[src/sv/blc_pkg.sv]
// Shared types and constants of the block cache LRU lookup.
package blc_pkg;

   localparam int ENTRIES     = 20;
   localparam int OFFSET_BITS = 40;
   localparam int AGE_BITS    = 32;
   localparam int SLOT_BITS   = 6;
   localparam int LEN_BITS    = OFFSET_BITS + 1;

   typedef enum logic [1:0] {
      ST_IDLE,
      ST_SCAN,
      ST_RESP
   } state_type;

   // Search record that walks down the row of cells, one cell per cycle.
   typedef struct packed {
      logic                   valid;
      logic                   hit;
      logic [SLOT_BITS-1:0]   idx;
      logic [AGE_BITS-1:0]    best_age;
      logic [OFFSET_BITS-1:0] tag;
   } search_type;

   // Write-back broadcast to every cell after a search completes; it also carries the age clear on a counter wrap.
   typedef struct packed {
      logic                   en;
      logic                   clear_age;
      logic [SLOT_BITS-1:0]   slot;
      logic [OFFSET_BITS-1:0] tag;
      logic [AGE_BITS-1:0]    age;
   } update_type;

endpackage

[src/sv/blc_cell.sv]
// One cache entry: holds a tag and an age and advances the search record by one step.
module blc_cell (
   input  logic                            clock,
   input  logic                            reset,
   input  logic [blc_pkg::SLOT_BITS-1:0]   cell_index,
   input  blc_pkg::search_type             search_i,
   input  blc_pkg::update_type             update_i,
   output blc_pkg::search_type             search_o
);

   logic [blc_pkg::OFFSET_BITS-1:0] tag_ff;
   logic [blc_pkg::OFFSET_BITS-1:0] tag_in;
   logic [blc_pkg::AGE_BITS-1:0]    age_ff;
   logic [blc_pkg::AGE_BITS-1:0]    age_in;
   logic [blc_pkg::AGE_BITS-1:0]    age_seen;
   blc_pkg::search_type             search_ff;
   blc_pkg::search_type             search_in;

   // An age that is being cleared in this cycle already counts as zero for the search.
   assign age_seen = update_i.clear_age ? '0 : age_ff;

   always_comb begin
      search_in = search_i;
      if (!search_i.hit) begin
         if (tag_ff == search_i.tag) begin
            search_in.hit = 1'b1;
            search_in.idx = cell_index;
         end else if (age_seen < search_i.best_age) begin
            search_in.best_age = age_seen;
            search_in.idx      = cell_index;
         end
      end
   end

   always_comb begin
      tag_in = tag_ff;
      age_in = age_ff;
      if (update_i.clear_age) begin
         age_in = '0;
      end
      if (update_i.en && (update_i.slot == cell_index)) begin
         tag_in = update_i.tag;
         age_in = update_i.age;
      end
   end

   always_ff @(posedge clock) begin
      if (reset) begin
         tag_ff          <= '0;
         age_ff          <= '0;
         search_ff.valid <= 1'b0;
      end else begin
         tag_ff          <= tag_in;
         age_ff          <= age_in;
         search_ff.valid <= search_in.valid;
      end
      search_ff.hit      <= search_in.hit;
      search_ff.idx      <= search_in.idx;
      search_ff.best_age <= search_in.best_age;
      search_ff.tag      <= search_in.tag;
   end

   assign search_o = search_ff;

endmodule

[config.mk]
export PLATFORM = sky130hd
export DESIGN_NAME = blc_cell
export DESIGN_NICKNAME = d
export VERILOG_FILES = /design/src/sv/blc_pkg.sv /design/src/sv/blc_cell.sv
export SDC_FILE = /design/constraint.sdc
export NUM_CORES = 1
export LEC_CHECK = 0
export ABC_CLOCK_PERIOD_IN_PS = 4580
export BUFFER_PORTS_ARGS = -buffer_cell sky130_fd_sc_hd__buf_2
export CORE_MARGIN = 1.5
export CORE_UTILIZATION = 52
export CTS_CLUSTER_SIZE = 40
export DETAILED_ROUTE_END_ITERATION = 8
export PLACE_DENSITY = 0.85
export SLEW_MARGIN = 10
export SYNTH_ARGS = -nofsm -noshare
export SYNTH_HDL_FRONTEND = slang
export SYNTH_SLANG_ARGS = --single-unit
[constraint.sdc]
create_clock -name clock -period 4.58 [get_ports clock]
set_clock_uncertainty 0.1 [all_clocks]
set_input_delay 0.687 -clock clock [delete_from_list [all_inputs] [get_ports clock]]
set_output_delay 0.687 -clock clock [all_outputs]
set_load 0.05 [all_outputs]
Word-level counts from Yosys, hierarchy flattened
Index checks and enable logic that the tools add are counted.
{"block": "classes", "bitwise": 0, "eq_ne": 2, "reduce_logical": 1, "div_mod_pow": 0, "magnitude_cmp": 1, "n_mul": 0, "muxes": 7, "addsub": 0, "n_shift": 0}
{"operator": "two-way mux 32 bit", "count": 3}
{"operator": "two-way mux 38 bit", "count": 2}
{"operator": "equality test 40 bit", "count": 1}
{"operator": "less-than comparator 32 bit", "count": 1}
{"operator": "equality test 6 bit", "count": 1}
{"operator": "two-way mux 6 bit", "count": 1}
{"operator": "logical AND 1 bit", "count": 1}
{"operator": "two-way mux 1 bit", "count": 1}
{"block": "totals", "regBits": 152, "memories": 0, "out_inout_bits": 80, "rom_bits": 0, "in_bits": 168, "latch_bits": 0, "ramBits": 0}

Depth between registers and ports, before layout
{"block": "depth", "depth_word": 5, "mapped_depth": 10, "mapped_depth_nobuf": 8}

Least setup slack after synthesis
Ideal clock, no wire load.
{"block": "synth_timing", "kind": "input-to-reg", "from": "in update_i[78] (netlist bit)", "to": "reg search_ff (netlist bit search_o[42])", "setup_slack_ps": 1435, "n_path_buf": 2, "t_required_ps": 4357, "arrival_time_ps": 2922, "cell_stages": 10, "setup_ps": 123, "cell_sequence": "clkbuf_1 nor2b_1 ha_1 a21oi_2 o21ai_1 a2111oi_1 o211ai_1 nor3b_4 buf_6 mux2_1"}
{"element": "start, declared", "line_no": "blc_cell.sv:7", "rtl": "input blc_pkg::update_type update_i,"}
{"element": "end, declared", "line_no": "blc_cell.sv:16", "rtl": "blc_pkg::search_type search_ff;"}

==> reports/results.txt <==
fin crit period: 3430 ps
# setup viols final: 0
max-slew violation total from the final report: 0
# fillers: 826
GRT Overall Usage: 0.261
Post-synth top cells: nand2_1 (154), dfxtp_1 (152), a21oi_1 (83), xnor2_1 (35), nor2b_1 (32)
post-detail-place hpwl: 11.7 mm
crit end category: flip-flop
Longest Clk Path Bufs: 2
total gr overflow: 0
area leader, netlist: dfxtp_1
area grow syn2layout: 33.8%
WHS Path Cells: 1
hold_buf cts: 0
Mapped Area: 6040 um^2
placed insts: 1010
Reg area: 3040 um^2
largest family of logic cells by synthesized area: simple AND/OR/NAND/NOR gates
sequential share of the synthesized area: 0.504
maximum VDD drop: 0.353 mV
Yosys warnings: 0
share of layout cells above drive strength 1: 0.336
H-tree levels: 4
status: finished clean
path depth of the worst reg2reg path: 8
via count: 5355
Post-CTS Setup Inserts: 0
Synth Area in Adders: 0.0642
IO Port Bufs: 247
Die X: 111 um
Reg clk slew, reported paths: 60 ps
gpl congestion: 0.826
Tcrit/Tclk final: 0.749
WHS: 292 ps
Power Total: 3.39 mW
Total Wirelength: 15.9 mm
vias in the first global route: 5444
Synth top area share: 0.504
Die ar.: 12300 um^2
Yosys reg bits: 152
first-pass GRT wire length: 25.2 mm
cell with the most instances after synthesis: nand2_1
Post-Route Setup TNS: 0 ps
Skew-Pair Late Insertion Delay: 420 ps
crit start category: input pin
area of the multi-input gates: 2760 um^2
Starting DRT DRC Count: 282
CTS tree: built
Hold/Removal Path Class: input pin to flip-flop
Post-Syn Nets: 842
largest net degree at the start of global routing: 45
pwr dens: 419 nW/um^2
syn_area_per_cell: 9.40 um^2
die height: 111 um
XOR/XNOR Fraction of Synth Area: 0.0667
RSZ-0062 raised after global routing: no
asr flop ratio synth: 0
Main synth FF type: dfxtp_1
f_max: 291 MHz
Final ANT Viol Nets: 0
Worst Path Required: 4790 ps
fraction of synthesized area in multiplexers: 0.0708
post-cts gate resize count: 0
final routed DRC violation total: 0
Rel. slew slack: 0.486
CP arrival: 3640 ps
worst-margin pin slew: 771 ps
Netlist cell types: 35
Max Cap Viol: 0
WS Path Type: input pin to flip-flop
simple-gate share of the synthesized area: 0.164
TritonCTS buffer count: 17
Starting Density: 0.532
Fin. Hold Viols: 0
Finished Layout Cells: 1043
Via density: 5.13
critical path peak fanout: 32
number of clock sinks: 152
initial antenna violation count: 1
Leak: 3.68 nW
IO Pins: 248
Final nets: 1085
Compound-Gate Fraction of Synth Area: 0.0901
CTS root buf: clkbuf_16
Gate Count Post-Synth: 643
Wirelength per Cell: 15.3 um
Area contributors post-synth: dfxtp_1 (50%), nand2_1 (9.6%), a21oi_1 (6.9%), ha_1 (6.4%), mux2_1 (5.6%)
number of synthesized flops with an enable pin: 0
drt first pass iters: 4
core box area: 11400 um^2
post-layout util: 0.711
Core Rows: 39
[layer usage]
metal  share of wire  GRT usage  vias up
met5               0          0        -
met4           0.033      0.140        0
met3           0.070     0.0727       39
met2            0.50      0.449      226
met1            0.40      0.292     2486
li1                -          -     2604
[critical path, stage by stage]
cell and delay, ps:
buf_2 500, and2b_1 280, ha_1 300, nand4_1 150, nor4_1 90, a2111oi_1 330
o211ai_1 230, o22ai_1 650, mux2_2 410
[final timing paths]
| path | start | slack (ps) | endpoint |
|---|---|---|---|
| worst max-delay path | update_i[78] | 1150 | search_o[75] |
| worst min-delay path | search_i[31] | 290 | search_o[31] |
| worst max register to register | age_ff[27] | 1660 | search_o[75] |
| worst min register to register | tag_ff[9] | 360 | tag_ff[9] |
[where the power goes]
group	leakage (nW)	switching [mW]	internal (mW)	total [mW]
sequential	1.25	0.0117	1.36	1.38
clock	0.339	0.557	1.08	1.64
combinational	2.09	0.253	0.123	0.376
total	3.68	0.822	2.57	3.39
[cell families (layout without fill, tap and decap cells)]
family | after synthesis | count (layout)
flops | 152 | 152
buf+inv | 60 | 316
mux | 38 | 38
xor+xnor | 46 | 46
other cells | 0 | 1
simple gates | 217 | 217
fa+ha+maj | 31 | 31
compound gates | 99 | 99
[registers in the layout, indices dropped and copies added (netlist names)]
| register | flops |
|---|---|
| age_ff | 32 |
| search_o | 80 |
| tag_ff | 40 |
[final cells by class]
cell class / instances / area share
sequential: 152 / 0.376
tap: 143 / 0.0221
clock buffer: 17 / 0.0526
multi-input combinational: 431 / 0.342
clock inverter: 15 / 0.0339
timing repair buffer: 253 / 0.158
inverter: 31 / 0.0144
antenna: 1 / 0.000310
[stage by stage]
stage	instance area, um^2	worst slack (ps)
floorplan	6040	1440
global placement	7380	776
detailed placement	7380	684
CTS	8080	1120
global route	8080	857
finish	8080	1150
[cells in the final DEF, fill, tap and decap left out, types with 7 or more instances in the layout]
| cell | Yosys | final |
|---|---|---|
| a21oi_1 | 83 | 83 |
| nor2b_1 | 32 | 32 |
| buf_2 | 0 | 247 |
| ha_1 | 31 | 31 |
| clkbuf_16 | 0 | 17 |
| mux2_1 | 30 | 30 |
| dfxtp_1 | 152 | 152 |
| inv_1 | 31 | 31 |
| bufinv_16 | 0 | 7 |
| mux2_2 | 8 | 8 |
| nand4_1 | 13 | 13 |
| nand2_1 | 154 | 154 |
| xor2_1 | 11 | 11 |
| xnor2_1 | 35 | 35 |
Power figures use the tool's default switching activity.
